File: src/bdgd_pkg.sv
package bdgd_pkg;

    // gesture codes carried on the result stream
    typedef enum logic [2:0] {
        G_NONE      = 3'd0,
        G_SW3_LONG  = 3'd1,
        G_SW3_SHORT = 3'd2,
        G_CLICK1    = 3'd3,
        G_CLICK2    = 3'd4,
        G_CLICK3    = 3'd5,
        G_SW1_SHORT = 3'd6
    } t_gesture;

    // configuration register indexes
    localparam int CFG_IDX_W = 2;
    typedef logic [CFG_IDX_W-1:0] t_cfg_idx;

    localparam t_cfg_idx CFG_SCAN_PERIOD = 2'd0;
    localparam t_cfg_idx CFG_DEBOUNCE    = 2'd1;
    localparam t_cfg_idx CFG_LONG_PRESS  = 2'd2;

    // configuration field widths and reset values
    localparam int SCAN_W   = 16;
    localparam int DEB_W    = 8;
    localparam int LONG_W   = 32;
    localparam int CFG_D_W  = 32;
    localparam int CLICK_W  = 8;

    localparam logic [SCAN_W-1:0] SCAN_RST = 16'd10;
    localparam logic [DEB_W-1:0]  DEB_RST  = 8'd3;
    localparam logic [LONG_W-1:0] LONG_RST = 32'd5000;

endpackage

File: src/button_debounce_gesture_decoder.sv
// Two-button debouncer and gesture decoder. Each input transaction is one
// timer tick carrying read_ok, the SW3 level (1 = pressed) and the SW1 level
// (0 = pressed). Every scan_period ticks both buttons are sampled through
// integrating debounce counters, and every tick yields exactly one result
// transaction with a gesture code (none, SW3 long, SW3 short, one, two or
// three SW1 clicks during an SW3 hold, or a lone SW1 press). The block takes
// one tick per clock cycle unless the result stream stalls: the whole state update
// and decode is done in the cycle a tick is accepted and the gesture lands in the
// output register, so the result is valid in the next cycle. The output register
// lets a new tick in whenever it is empty or being drained in the same cycle.
// Configuration writes are always accepted and take effect from the next tick on.
module button_debounce_gesture_decoder #(
    parameter int TIME_WIDTH = 32
) (
    input  logic                             i_clk,
    input  logic                             i_rst_n,
    // tick stream
    input  logic                             s_axis_tvalid,
    output logic                             s_axis_tready,
    input  logic [7:0]                       s_axis_tdata,  // [0] read_ok, [1] sw3_level,
                                                            // [2] sw1_level, rest zero
    // gesture stream
    output logic                             m_axis_tvalid,
    input  logic                             m_axis_tready,
    output logic [7:0]                       m_axis_tdata,  // [2:0] gesture, rest zero
    // configuration write channel
    input  logic                             i_cfg_valid,
    output logic                             o_cfg_ready,
    input  logic [bdgd_pkg::CFG_IDX_W-1:0]   i_cfg_index,
    input  logic [bdgd_pkg::CFG_D_W-1:0]     i_cfg_data
);
    import bdgd_pkg::*;

    localparam int TW    = TIME_WIDTH;
    localparam int CMP_W = (TIME_WIDTH > LONG_W) ? TIME_WIDTH : LONG_W;

    // configuration registers
    logic [SCAN_W-1:0]  r_scan_period;
    logic [DEB_W-1:0]   r_debounce_count;
    logic [LONG_W-1:0]  r_long_press;

    // tick state
    logic [TW-1:0]      r_tick, n_tick;
    logic [TW-1:0]      r_last_scan, n_last_scan;
    logic [DEB_W-1:0]   r_sw3_deb, n_sw3_deb;
    logic               r_sw3_down, n_sw3_down;
    logic               r_sw3_armed, n_sw3_armed;
    logic               r_sw3_rel, n_sw3_rel;
    logic [TW-1:0]      r_sw3_stamp, n_sw3_stamp;
    logic [TW-1:0]      r_sw3_hold, n_sw3_hold;
    logic [DEB_W-1:0]   r_sw1_deb, n_sw1_deb;
    logic               r_sw1_down, n_sw1_down;
    logic               r_sw1_rel, n_sw1_rel;
    logic [CLICK_W-1:0] r_clicks, n_clicks;

    // output register
    logic               r_out_valid;
    t_gesture           r_gesture, n_gesture;

    logic               in_xact;
    logic               rd_ok, sw3_pressed, sw1_pressed;
    logic               scan;
    logic [TW-1:0]      since_scan, held_now;

    assign in_xact       = s_axis_tvalid && s_axis_tready;
    assign s_axis_tready = !r_out_valid || m_axis_tready;
    assign m_axis_tvalid = r_out_valid;
    assign m_axis_tdata  = {5'd0, r_gesture};
    assign o_cfg_ready   = 1'b1;

    assign rd_ok       = s_axis_tdata[0];
    assign sw3_pressed = s_axis_tdata[1];
    assign sw1_pressed = !s_axis_tdata[2];

    // configuration writes
    always_ff @(posedge i_clk) begin
        if (!i_rst_n) begin
            r_scan_period    <= SCAN_RST;
            r_debounce_count <= DEB_RST;
            r_long_press     <= LONG_RST;
        end else if (i_cfg_valid && o_cfg_ready) begin
            unique case (i_cfg_index)
                CFG_SCAN_PERIOD: r_scan_period    <= i_cfg_data[SCAN_W-1:0];
                CFG_DEBOUNCE:    r_debounce_count <= i_cfg_data[DEB_W-1:0];
                CFG_LONG_PRESS:  r_long_press     <= i_cfg_data[LONG_W-1:0];
                default: ;
            endcase
        end
    end

    // per-tick update: time, scan, debounce, decode
    always_comb begin
        n_tick      = r_tick + TW'(1);
        n_last_scan = r_last_scan;
        n_sw3_deb   = r_sw3_deb;
        n_sw3_down  = r_sw3_down;
        n_sw3_armed = r_sw3_armed;
        n_sw3_rel   = r_sw3_rel;
        n_sw3_stamp = r_sw3_stamp;
        n_sw3_hold  = r_sw3_hold;
        n_sw1_deb   = r_sw1_deb;
        n_sw1_down  = r_sw1_down;
        n_sw1_rel   = r_sw1_rel;
        n_clicks    = r_clicks;
        n_gesture   = G_NONE;

        // scan timer
        since_scan = n_tick - r_last_scan;
        scan       = CMP_W'(since_scan) >= CMP_W'(r_scan_period);
        if (scan) begin
            n_last_scan = r_last_scan + TW'(r_scan_period);
        end

        if (scan && rd_ok) begin
            // sw3 integrating debounce
            if (sw3_pressed) begin
                if (r_sw3_deb < r_debounce_count) begin
                    n_sw3_deb = r_sw3_deb + DEB_W'(1);
                    if (n_sw3_deb == r_debounce_count && !r_sw3_down) begin
                        n_sw3_down  = 1'b1;
                        n_sw3_armed = 1'b1;
                        n_sw3_stamp = n_tick;
                    end
                end
            end else if (r_sw3_deb != '0) begin
                n_sw3_deb = r_sw3_deb - DEB_W'(1);
                if (n_sw3_deb == '0 && r_sw3_down) begin
                    n_sw3_down = 1'b0;
                    n_sw3_rel  = 1'b1;
                    n_sw3_hold = n_tick - r_sw3_stamp;
                end
            end

            // sw1 integrating debounce and click counting
            if (sw1_pressed) begin
                if (r_sw1_deb < r_debounce_count) begin
                    n_sw1_deb = r_sw1_deb + DEB_W'(1);
                    if (n_sw1_deb == r_debounce_count && !r_sw1_down) begin
                        n_sw1_down = 1'b1;
                        if (r_clicks != '1) begin
                            n_clicks = r_clicks + CLICK_W'(1);
                        end
                    end
                end
            end else if (r_sw1_deb != '0) begin
                n_sw1_deb = r_sw1_deb - DEB_W'(1);
                if (n_sw1_deb == '0 && r_sw1_down) begin
                    n_sw1_down = 1'b0;
                    n_sw1_rel  = 1'b1;
                end
            end
        end

        // gesture decode, long hold first
        held_now = n_tick - n_sw3_stamp;
        if (n_sw3_down && n_sw3_armed && n_clicks == '0 &&
            CMP_W'(held_now) >= CMP_W'(r_long_press)) begin
            n_sw3_armed = 1'b0;
            n_gesture   = G_SW3_LONG;
        end else begin
            if (n_sw3_rel) begin
                n_sw3_rel = 1'b0;
                if (CMP_W'(n_sw3_hold) < CMP_W'(r_long_press)) begin
                    unique case (n_clicks)
                        CLICK_W'(0): n_gesture = G_SW3_SHORT;
                        CLICK_W'(1): n_gesture = G_CLICK1;
                        CLICK_W'(2): n_gesture = G_CLICK2;
                        CLICK_W'(3): n_gesture = G_CLICK3;
                        default:     n_gesture = G_NONE;
                    endcase
                    n_clicks = '0;
                end
            end
            if (n_sw1_rel) begin
                n_sw1_rel = 1'b0;
                if (!n_sw3_down) begin
                    n_clicks  = '0;
                    n_gesture = G_SW1_SHORT;
                end
            end
        end
    end

    // state registers, advanced once per accepted tick
    always_ff @(posedge i_clk) begin
        if (!i_rst_n) begin
            r_tick      <= '0;
            r_last_scan <= '0;
            r_sw3_deb   <= '0;
            r_sw3_down  <= 1'b0;
            r_sw3_armed <= 1'b0;
            r_sw3_rel   <= 1'b0;
            r_sw3_stamp <= '0;
            r_sw3_hold  <= '0;
            r_sw1_deb   <= '0;
            r_sw1_down  <= 1'b0;
            r_sw1_rel   <= 1'b0;
            r_clicks    <= '0;
        end else if (in_xact) begin
            r_tick      <= n_tick;
            r_last_scan <= n_last_scan;
            r_sw3_deb   <= n_sw3_deb;
            r_sw3_down  <= n_sw3_down;
            r_sw3_armed <= n_sw3_armed;
            r_sw3_rel   <= n_sw3_rel;
            r_sw3_stamp <= n_sw3_stamp;
            r_sw3_hold  <= n_sw3_hold;
            r_sw1_deb   <= n_sw1_deb;
            r_sw1_down  <= n_sw1_down;
            r_sw1_rel   <= n_sw1_rel;
            r_clicks    <= n_clicks;
        end
    end

    // output register
    always_ff @(posedge i_clk) begin
        if (!i_rst_n) begin
            r_out_valid <= 1'b0;
        end else if (in_xact) begin
            r_out_valid <= 1'b1;
        end else if (m_axis_tready) begin
            r_out_valid <= 1'b0;
        end
    end

    always_ff @(posedge i_clk) begin
        if (in_xact) begin
            r_gesture <= n_gesture;
        end
    end

    // a debounced-down button always has a nonzero integrator
    a_sw3_down_deb: assert property (@(posedge i_clk) disable iff (!i_rst_n)
        r_sw3_down |-> (r_sw3_deb != '0))
        else $error("sw3 down with empty debounce counter");

    a_sw1_down_deb: assert property (@(posedge i_clk) disable iff (!i_rst_n)
        r_sw1_down |-> (r_sw1_deb != '0))
        else $error("sw1 down with empty debounce counter");

    // every accepted tick leaves a result waiting
    a_tick_result: assert property (@(posedge i_clk) disable iff (!i_rst_n)
        in_xact |=> m_axis_tvalid)
        else $error("accepted tick produced no result");

    // reset empties the output register
    a_reset_empty: assert property (@(posedge i_clk)
        !i_rst_n |=> !m_axis_tvalid)
        else $error("result valid right after reset");

endmodule

File: config.mk
export PLATFORM = sky130hd
export DESIGN_NAME = button_debounce_gesture_decoder
export DESIGN_NICKNAME = d
export VERILOG_FILES = /design/src/bdgd_pkg.sv /design/src/button_debounce_gesture_decoder.sv
export SDC_FILE = /design/constraint.sdc
export NUM_CORES = 1
export LEC_CHECK = 0
export BUFFER_PORTS_ARGS = -buffer_cell sky130_fd_sc_hd__buf_2
export CAP_MARGIN = 15
export CORE_MARGIN = 1.5
export CORE_UTILIZATION = 35
export CTS_CLUSTER_SIZE = 16
export DETAILED_ROUTE_END_ITERATION = 8
export MAX_ROUTING_LAYER = met4
export SLEW_MARGIN = 10
export SYNTH_ARGS = -nofsm -noshare
export SYNTH_HDL_FRONTEND = slang
export SYNTH_SLANG_ARGS = --single-unit
File: constraint.sdc
create_clock -name i_clk -period 11.6 [get_ports i_clk]
set_input_delay 0.58 -clock i_clk [delete_from_list [all_inputs] [get_ports i_clk]]
set_output_delay 0.58 -clock i_clk [all_outputs]
set_load 0.01 [all_outputs]
# Word level (Yosys, flattened, before mapping)
# Cells that the tools add are included.
# totals
regBits	217
latch_bits	0
mem_bits_rw	0
romBits	0
inputBits	47
out_inout_bits	11
word_cells	130
mem_count	0
# op_classes
n_addsub	10
multipliers	0
n_div	0
magnitude_cmp	5
eq_ne	11
shifts	0
n_mux	57
n_bitwise	0
n_reduce_logical	30
# op_table
op	n
$mux 32	8
$mux 8	16
$sub 32x32->32	3
$add 32x1->32 const B	1
$add 32x16->32	1
$ge 32x16->1	1
$ge 32x32->1	1
$lt 32x32->1	1
$mux 1	28
$add 8x1->8 const B	3
$logic_not 8->1	3
$eq 8x2->1 const B	2
$eq 8x8->1	2
$lt 8x8->1	2
$reduce_bool 8->1	2
$sub 8x1->8 const B	2
$mux 3	4
$pmux 3 s4	1
$logic_and 1x1->1	9
$eq 8x1->1 const B	1
$ne 8x8->1 const B	1
$reduce_and 2->1	4
$reduce_and 4->1	2
$reduce_bool 2->1	4
7 further kinds	11

# Depth between registers and ports, before layout
# Gate-level depths: netlist (run 1).
# depth
depth_word	13
ltp_mapped	65
depth_no_buf	59

# Worst setup path before layout (run 1)
# No wires, ideal clock.
# synth_path
path_kind	flip-flop to flip-flop
start	register r_tick[0]
end	register r_clicks[6]
setup_ps	136
arrival_time_ps	11495
t_required_ps	11464
setup_slack_ps	-31
stages_incl_launch_ff	64
path_buffers	6
synth_period_minus_slack_ps	11631
cell_sequence	dfxtp_1 > ha_1 > nand3_1 > nor2_1 > and3_1 > and3_1 > clkbuf_1 > nand3_1 > or2_2 > nor2_1 > and3_1 > and3_1 > and3_1 > and3_1 > clkbuf_1 > nand3_1 > xnor2_1 > ha_1 > [28 not listed] > o211a_1 > o21ai_0 > nand2_1 > xnor2_1 > ha_1 > a21oi_1 > nor2b_1 > o21ai_0 > nand2b_1 > a21oi_1 > nor2b_1 > o21ai_0 > o211ai_1 > a31oi_1 > nor4b_4 > or2_2 > o41ai_1 > a21oi_1
# synth_via
word_cells_on_any_way	30
classes_between	add/sub (4); order compare (3); mux (18); reduce/logical (5)
# synth_lines
item	line	text
from (decl)	button_debounce_gesture_decoder.sv:43	logic [TW-1:0] r_tick, n_tick;
from (signal assigned)	button_debounce_gesture_decoder.sv:200	r_tick <= n_tick;
$add 32x1->32	button_debounce_gesture_decoder.sv:93	n_tick = r_tick + TW'(1);
net n_tick[28]	button_debounce_gesture_decoder.sv:43	
$sub 32x32->32	button_debounce_gesture_decoder.sv:108	since_scan = n_tick - r_last_scan;
$ge 32x16->1	button_debounce_gesture_decoder.sv:109	scan = CMP_W'(since_scan) >= CMP_W'(r_scan_period);
$logic_and 1x1->1	button_debounce_gesture_decoder.sv:114	if (scan && rd_ok) begin
$mux 32	button_debounce_gesture_decoder.sv:114	
net n_sw3_stamp[0]	button_debounce_gesture_decoder.sv:49	logic [TW-1:0] r_sw3_stamp, n_sw3_stamp;
$sub 32x32->32	button_debounce_gesture_decoder.sv:155	held_now = n_tick - n_sw3_stamp;
$ge 32x32->1	button_debounce_gesture_decoder.sv:157	CMP_W'(held_now) >= CMP_W'(r_long_press)) begin
$logic_and 1x1->1	button_debounce_gesture_decoder.sv:156	if (n_sw3_down && n_sw3_armed && n_clicks == '0 &&
$mux 8	button_debounce_gesture_decoder.sv:156	
to (signal assigned)	button_debounce_gesture_decoder.sv:211	r_clicks <= n_clicks;
to (decl)	button_debounce_gesture_decoder.sv:54	logic [CLICK_W-1:0] r_clicks, n_clicks;
# The timed path passes the listed nets, and every way through them passes these cells.
# A chain may end at the register's enable or synchronous reset.

# Worst setup path in the final report (run 1)
# layout_path
start	register r_tick[1]
end	register r_clicks[6]
# layout_via
elab_chain_len	12
word_cells_on_any_way	30
classes_between	add/sub (4); order compare (3); mux (18); reduce/logical (5)
# layout_lines
item	line
$add 32x1->32 *	button_debounce_gesture_decoder.sv:93
net n_tick[28]	button_debounce_gesture_decoder.sv:43
branches (longest 10 deep; another with $sub 32x32->32)	--
$mux 8 *	button_debounce_gesture_decoder.sv:156
# Mark *: on every way through the listed nets, which the timed path passes.

==> impl_metrics.csv, run 1 <==
group,metric,value,unit
setup_path,r2r_cells,59,
detailed_routing,routed-via-count,16600,
detailed_routing,drtIter0Drc,1018,
synthesis,async_flop_share,0,%
floorplan,die_area,52800,um^2
sta,fin_hold_ws,0.227,ns
global_route,grt_max_degree,96,
clock_tree,numCtsBuffers,27,
detailed_routing,routedWlPerCell,16.1,um
min_path,holdPathEnd,"r_long_press[17]$_SDFFE_PN0P_",
synthesis,synth.distinct_cells,89,
power,fin_total_pwr,2210,uW
global_route,grt_pass1_vias,16100,
synthesis,synthCells,2403,
floorplan,die_w,230,um
setup_path,worstPathArrival,11.19,ns
detailed_routing,dr.pass1.iters,5,
final_layout,final_util,40.0,%
final_layout,drive_above_1_share,9.11,%
detailed_routing,drc,0,
clock_tree,htree_levels,1,
global_route,met3_usage,1.90,%
min_path,hp-start,"i_cfg_data[17]",
setup_path,critPathCaptureType,"register",
final_layout,area_growth,12.3,%
setup_path,r2r_setup_slack,0.82,ns
floorplan,start_util,35.6,%
setup_path,rr_endpoint,"r_clicks[6]$_SDFFE_PN0P_",
setup_path,startpoint_type,"register",
sta,fin_crit_sh,92.9,%
detailed_routing,vias_per_cell,5.30,
synthesis,synth.avg_cell_area,7.48,um^2
setup_path,cp_slowest_cell,"or4_4",
detailed_routing,drt-total-wl,50.5,mm
synthesis,synth_area,18000,um^2
setup_path,worstPathRequired,12.01,ns
synthesis,ys_warn_count,0,
floorplan,row_count,82,
power,p_per_area,109,nW/um^2
sta,finalWorstSetupSlack,0.820,ns
sta,hold_viol,0,
synthesis,synth_ff_type,"dfxtp_1",
outcome,status,"completed",
setup_path,cpMostUsedCell,"a21oi_1",
clock_tree,path_clk_slew,0.06,ns
power,p_leak,0.00827,uW
place,numPortBuffers,46,
sta,period_needed,10.78,ns
floorplan,coreArea,50500,um^2
sta,fmax,0.0928,GHz
global_route,overflow,0,
place,place_congestion,0.940,
floorplan,die-height,230,um
global_route,met1_usage,25.2,%
sta,setup_viol,0,
clock_tree,tritoncts,"done",
global_route,gr-usage-all-layers,19.5,%
clock_tree,cts_buffer_depth,3,
flow_run,max-cap-violations,0,
sta,slew_headroom,23.3,%
synthesis,synth-seq-cells,217,
setup_path,path_class,"register to register",
detailed_routing,ant_nets,0,
setup_path,path_max_fanout,5,
setup_path,timing.rr.start,"r_tick[1]$_SDFFE_PN0P_",
min_path,holdCritPathClass,"input port to register",
final_layout,final_area,20200,um^2
global_route,top_usage_layer,"met2",
min_path,min_path_cells,3,
clock_tree,clock_sinks,217,
global_route,grt_pass1_wl,82.4,mm
floorplan,num_io_pins,58,
place,placed_cell_area,19100,um^2
place,detailed_place_hpwl,38.2,mm
place,place_worst_setup_slack,0.0275,ns
sta,skew,0.0522,ns
power,ir_drop,0.000103,V
global_route,antenna_found_initial,0,
final_layout,diodes,0,
final_layout,fill_cells,5180,
synthesis,synth-seq-area-share,24.3,%
sta,tightestPinTransition,1.15,ns
synthesis,synth-edff-count,3,
sta,maxSlewViolCount,0,
global_route,grtUsageMet2,32.3,%
final_layout,fin_nets,2703,
clock_tree,clock_latency,0.60,ns
setup_path,cpPeakStageDelay,0.51,ns
clock_tree,root_buffer,"clkbuf_16",
-- layout make-up --
| type | instances | area (um^2) | area share, % |
|---|---|---|---|
| clock inverter | 15 | 134 | 0.663 |
| tap | 672 | 841 | 4.16 |
| clock buffer | 34 | 763 | 3.78 |
| sequential | 217 | 4370 | 21.7 |
| multi-input combinational | 1922 | 12800 | 63.2 |
| inverter | 169 | 639 | 3.17 |
| timing repair buffer | 103 | 671 | 3.32 |
-- power by group --
group	switching, uW	internal, uW
clock	367	492
combinational	321	238
sequential	22.1	768
-- cell families after synthesis --
group | Yosys count | share of synthesized area, %
simple gates | 875 | 22.4
compound gates | 592 | 20.4
buf+inv | 268 | 5.75
flops | 217 | 24.3
fa+ha+maj | 216 | 15.2
xor+xnor | 168 | 8.18
mux | 65 | 3.70
other cells | 2 | 0.0418
-- placed cells by master, fill, tap and decap left out, types with 7 or more instances in the layout --
cell type,Yosys,routed
o31a_1,8,8
clkinv_2,0,7
nand2b_1,32,32
nand3_1,45,44
o21bai_1,10,10
a31oi_1,18,18
nand4_1,30,30
a21o_1,46,46
nor2b_1,28,28
buf_4,6,56
mux2i_1,53,53
inv_1,167,167
o21ai_1,4,7
nor3_1,49,48
o31ai_1,14,13
mux2_2,12,12
a21boi_0,13,8
buf_2,4,46
xor2_1,64,61
a211oi_1,23,23
ha_1,212,210
o21a_1,22,22
a21oi_1,230,229
and2_1,10,10
xnor2_1,104,101
nand2_1,338,337
and3_1,28,24
nor4_1,21,20
nor2_1,229,226
or3_1,27,27
o21ai_0,132,124
dfxtp_1,214,214
o211ai_1,15,15
clkbuf_16,0,28
-- repair_timing --
action,4_1_cts,5_1_grt
gates resized for setup,3,44
buffers inserted,0,2
setup endpoints to repair,4,12
cloned,0,0
pin swaps,0,9
hold buffers,0,0
-- worst max-delay path, delay by kind of cell, from the launching register on --
kind	cells	cell delay (ns)
and+or+nand+nor	21	3.73
muxes	1	0.21
buffers and inverters	2	0.30
AOI/OAI and AO/OA	28	4.31
adders and majority gates	4	1.05
xor gates and xnor gates	3	0.57
DFF	1	0.38
-- how the worst max path moves through the flow --
stage | startpoint | endpoint | slack [ns] | cells after the start
after floorplan | r_tick[0]$_SDFFE_PN0P_ | r_clicks[6]$_SDFFE_PN0P_ | 0.05 | 63
after global routing | r_tick[1]$_SDFFE_PN0P_ | r_clicks[6]$_SDFFE_PN0P_ | -0.01 | 57
after global placement | r_tick[1]$_SDFFE_PN0P_ | r_clicks[6]$_SDFFE_PN0P_ | 0.13 | 56
final | r_tick[1]$_SDFFE_PN0P_ | r_clicks[6]$_SDFFE_PN0P_ | 0.82 | 59
after detailed placement | r_tick[1]$_SDFFE_PN0P_ | r_clicks[6]$_SDFFE_PN0P_ | 0.03 | 56
after CTS | r_tick[1]$_SDFFE_PN0P_ | r_clicks[6]$_SDFFE_PN0P_ | 0.05 | 57
-- Yosys cell counts (30+ instances only) --
cell / number / area, um^2
dfxtp_1: 214 / 4280
a21o_1: 46 / 345
nor2_1: 229 / 860
nand4_1: 30 / 188
clkbuf_1: 78 / 293
o21ai_0: 132 / 661
a21oi_1: 230 / 1150
nand3_1: 45 / 225
nand2b_1: 32 / 200
inv_1: 167 / 627
nor3_1: 49 / 245
xnor2_1: 104 / 911
nand2_1: 338 / 1270
ha_1: 212 / 2650
mux2i_1: 53 / 531
xor2_1: 64 / 561
-- metrics by stage --
step	cells	setup TNS (ns)
after floorplan	2407	0
after global placement	3080	0
after detailed placement	3080	0
after CTS	3129	0
after global routing	3132	-0.0143
final	3132	0
-- routing by layer --
metal	vias up	part of all wire (%)
li1	8455	-
met1	7732	47
met2	329	46
met3	88	4.0
met4	0	2.7
met5	-	0
-- registers in the layout, summed over array words and instances (netlist names) --
name	count
r_sw1_down	1
r_scan_period	16
r_sw1_deb	8
r_gesture	3
r_sw3_down	1
r_sw3_stamp	32
r_clicks	8
r_last_scan	32
r_sw3_hold	32
r_sw1_rel	1
r_tick	32
r_long_press	32
m_axis_tvalid	1
r_debounce_count	8
r_sw3_deb	8
r_sw3_rel	1
r_sw3_armed	1
No activity file was read; power rests on OpenSTA's default activity.
==> run 2: changes to the inputs <==
==> constraint.sdc (replaced) <==
create_clock -name i_clk -period 11.6 [get_ports i_clk]
set_input_delay 2.32 -clock i_clk [delete_from_list [all_inputs] [get_ports i_clk]]
set_output_delay 2.32 -clock i_clk [all_outputs]
set_load 0.01 [all_outputs]
==> impl_metrics.csv, run 2 (synthesis results as in run 1) <==
group,metric,value,unit
clock_tree,htree_levels,1,
power,ir_drop,0.000104,V
detailed_routing,routedWlPerCell,16.0,um
final_layout,final_util,40.4,%
floorplan,num_io_pins,58,
place,numPortBuffers,46,
sta,period_needed,10.77,ns
outcome,status,"completed",
global_route,grt_max_degree,106,
setup_path,r2r_cells,55,
power,comb_power_share,25.3,%
clock_tree,path_clk_slew,0.06,ns
final_layout,fin_nets,2727,
power,p_switching,689,uW
min_path,holdCritPathClass,"register to register",
global_route,grt_pass1_wl,80.7,mm
place,placed_cell_area,19300,um^2
setup_path,cpPeakStageDelay,0.46,ns
power,p_clk_share,39.7,%
sta,tightestPinTransition,1.14,ns
min_path,min_path_cells,2,
final_layout,final_area,20400,um^2
setup_path,critPathCaptureType,"register",
detailed_routing,dr.pass1.iters,5,
setup_path,startpoint_type,"register",
clock_tree,postCtsHoldBufs,0,
sta,maxSlewViolCount,0,
floorplan,die_area,52800,um^2
floorplan,coreArea,50500,um^2
final_layout,layout_common_cells,"nand2_1 (337), nor2_1 (228), a21oi_1 (226), dfxtp_1 (214), ha_1 (212)",
clock_tree,root_buffer,"clkbuf_16",
place,detailed_place_hpwl,38.5,mm
sta,hold_viol,0,
detailed_routing,ant_nets,0,
floorplan,die-height,230,um
power,p_sw_share,30.5,%
clock_tree,clock_latency,0.58,ns
place,place_congestion,0.929,
final_layout,fill_cells,5204,
detailed_routing,drc,0,
final_layout,final_common_cell,"nand2_1",
clock_tree,cts_buffer_depth,3,
setup_path,path_max_fanout,5,
floorplan,die_w,230,um
power,p_per_area,111,nW/um^2
final_layout,drive_above_1_share,9.75,%
sta,slew_headroom,23.7,%
floorplan,row_count,82,
global_route,grt_pass1_vias,15900,
power,p_leak,0.00842,uW
detailed_routing,vias_per_cell,5.29,
clock_tree,clock_sinks,217,
setup_path,cp_slowest_cell,"or4b_1",
final_layout,diodes,0,
clock_tree,numCtsBuffers,26,
detailed_routing,routed-via-count,16700,
sta,setup_viol,0,
global_route,antenna_found_initial,1,
power,p_seq_share,35.0,%
global_route,overflow,0,
setup_path,path_class,"register to register",
sta,fmax,0.0928,GHz
sta,fin_crit_sh,92.9,%
detailed_routing,drtIter0Drc,1060,
setup_path,worstPathRequired,11.97,ns
final_layout,area_growth,13.5,%
detailed_routing,drt-total-wl,50.3,mm
setup_path,worstPathArrival,11.15,ns
global_route,gr-usage-all-layers,19.2,%
clock_tree,tritoncts,"done",
power,p_int,1570,uW
flow_run,max-cap-violations,0,
sta,skew,0.0433,ns
floorplan,start_util,35.6,%
run 2: cell count changes in the layout (fill, tap and decap cells not counted), moves of 2 or more:
cell,before,now
buf_4,56,79
bufinv_16,1,5
clkinv_2,7,3
a21oi_1,229,226
a21oi_2,3,6
clkbuf_1,2,5
inv_6,4,1
buf_6,0,2
clkbuf_16,28,26
clkinvlp_4,3,1
ha_1,210,212
ha_2,2,0
nor2_1,226,228
nor2_2,3,1
run 2: repair_timing:
action,in CTS,in global routing
pin swaps,0,12
endpoints found under the setup margin,3,12
buffers inserted,0,6
hold endpoints to repair,0,0
resized for setup,1,39
run 2: through the flow:
stage | hold slack [ns] | total power [uW] | setup slack [ns] | cells | setup TNS [ns]
finish | 0.451 | 2260 | 0.829 | 3154 | 0
global route | 0.471 | 2380 | -0.0651 | 3154 | -0.163
CTS | 0.454 | 2270 | 0.0342 | 3145 | 0
detailed placement | 0.445 | 1360 | 0.0360 | 3099 | 0
global placement | 0.439 | 1350 | 0.146 | 3099 | 0
floorplan | 0.434 | 1200 | 0.0467 | 2407 | 0
run 2: worst paths after layout:
kind	startpoint	end	slack, ns
worst min register to register	r_sw3_hold[24]$_SDFFE_PN0P_	r_sw3_hold[24]$_SDFFE_PN0P_	0.45
worst max register to register	r_tick[0]$_SDFFE_PN0P_	r_clicks[6]$_SDFFE_PN0P_	0.83
worst min-delay path	r_sw3_hold[24]$_SDFFE_PN0P_	r_sw3_hold[24]$_SDFFE_PN0P_	0.45
worst max-delay path	r_tick[0]$_SDFFE_PN0P_	r_clicks[6]$_SDFFE_PN0P_	0.83
run 2: routing by layer:
layer	up-vias	part of all wire, %	global-route usage [%]
li1	8498	-	-
met5	-	0	-
met1	7786	47	24.4
met2	323	46	31.3
met4	0	3.0	6.46
met3	89	4.2	2.37
run 2: area by class of cell:
class	count	area, um^2	area share (%)
Sequential cell	217	4370	21.4
Clock inverter	10	189	0.926
Inverter	169	639	3.13
Tap cell	672	841	4.12
Clock buffer	36	738	3.62
Multi-Input combinational cell	1922	12800	62.5
Timing Repair Buffer	128	861	4.22
run 2: power by group through the flow:
| stage | Sequential (uW) | Clock [uW] | Combinational, uW |
|---|---|---|---|
| after detailed placement | 805 | 0 | 558 |
| after global routing | 792 | 947 | 641 |
| after floorplan | 798 | 0 | 407 |
| after global placement | 805 | 0 | 547 |
| after CTS | 789 | 919 | 561 |
| final | 789 | 896 | 572 |
run 2: critical path: cells and delay by family, from the launching register on:
kind                       cells  cell delay [ns]
and+or+nand+nor               22             4.15
AOI/OAI and AO/OA             23             4.06
adders and majority gates      4             1.15
buffers and inverters          3             0.38
DFF                            1             0.34
xor gates and xnor gates       2             0.25
muxes                          1             0.22
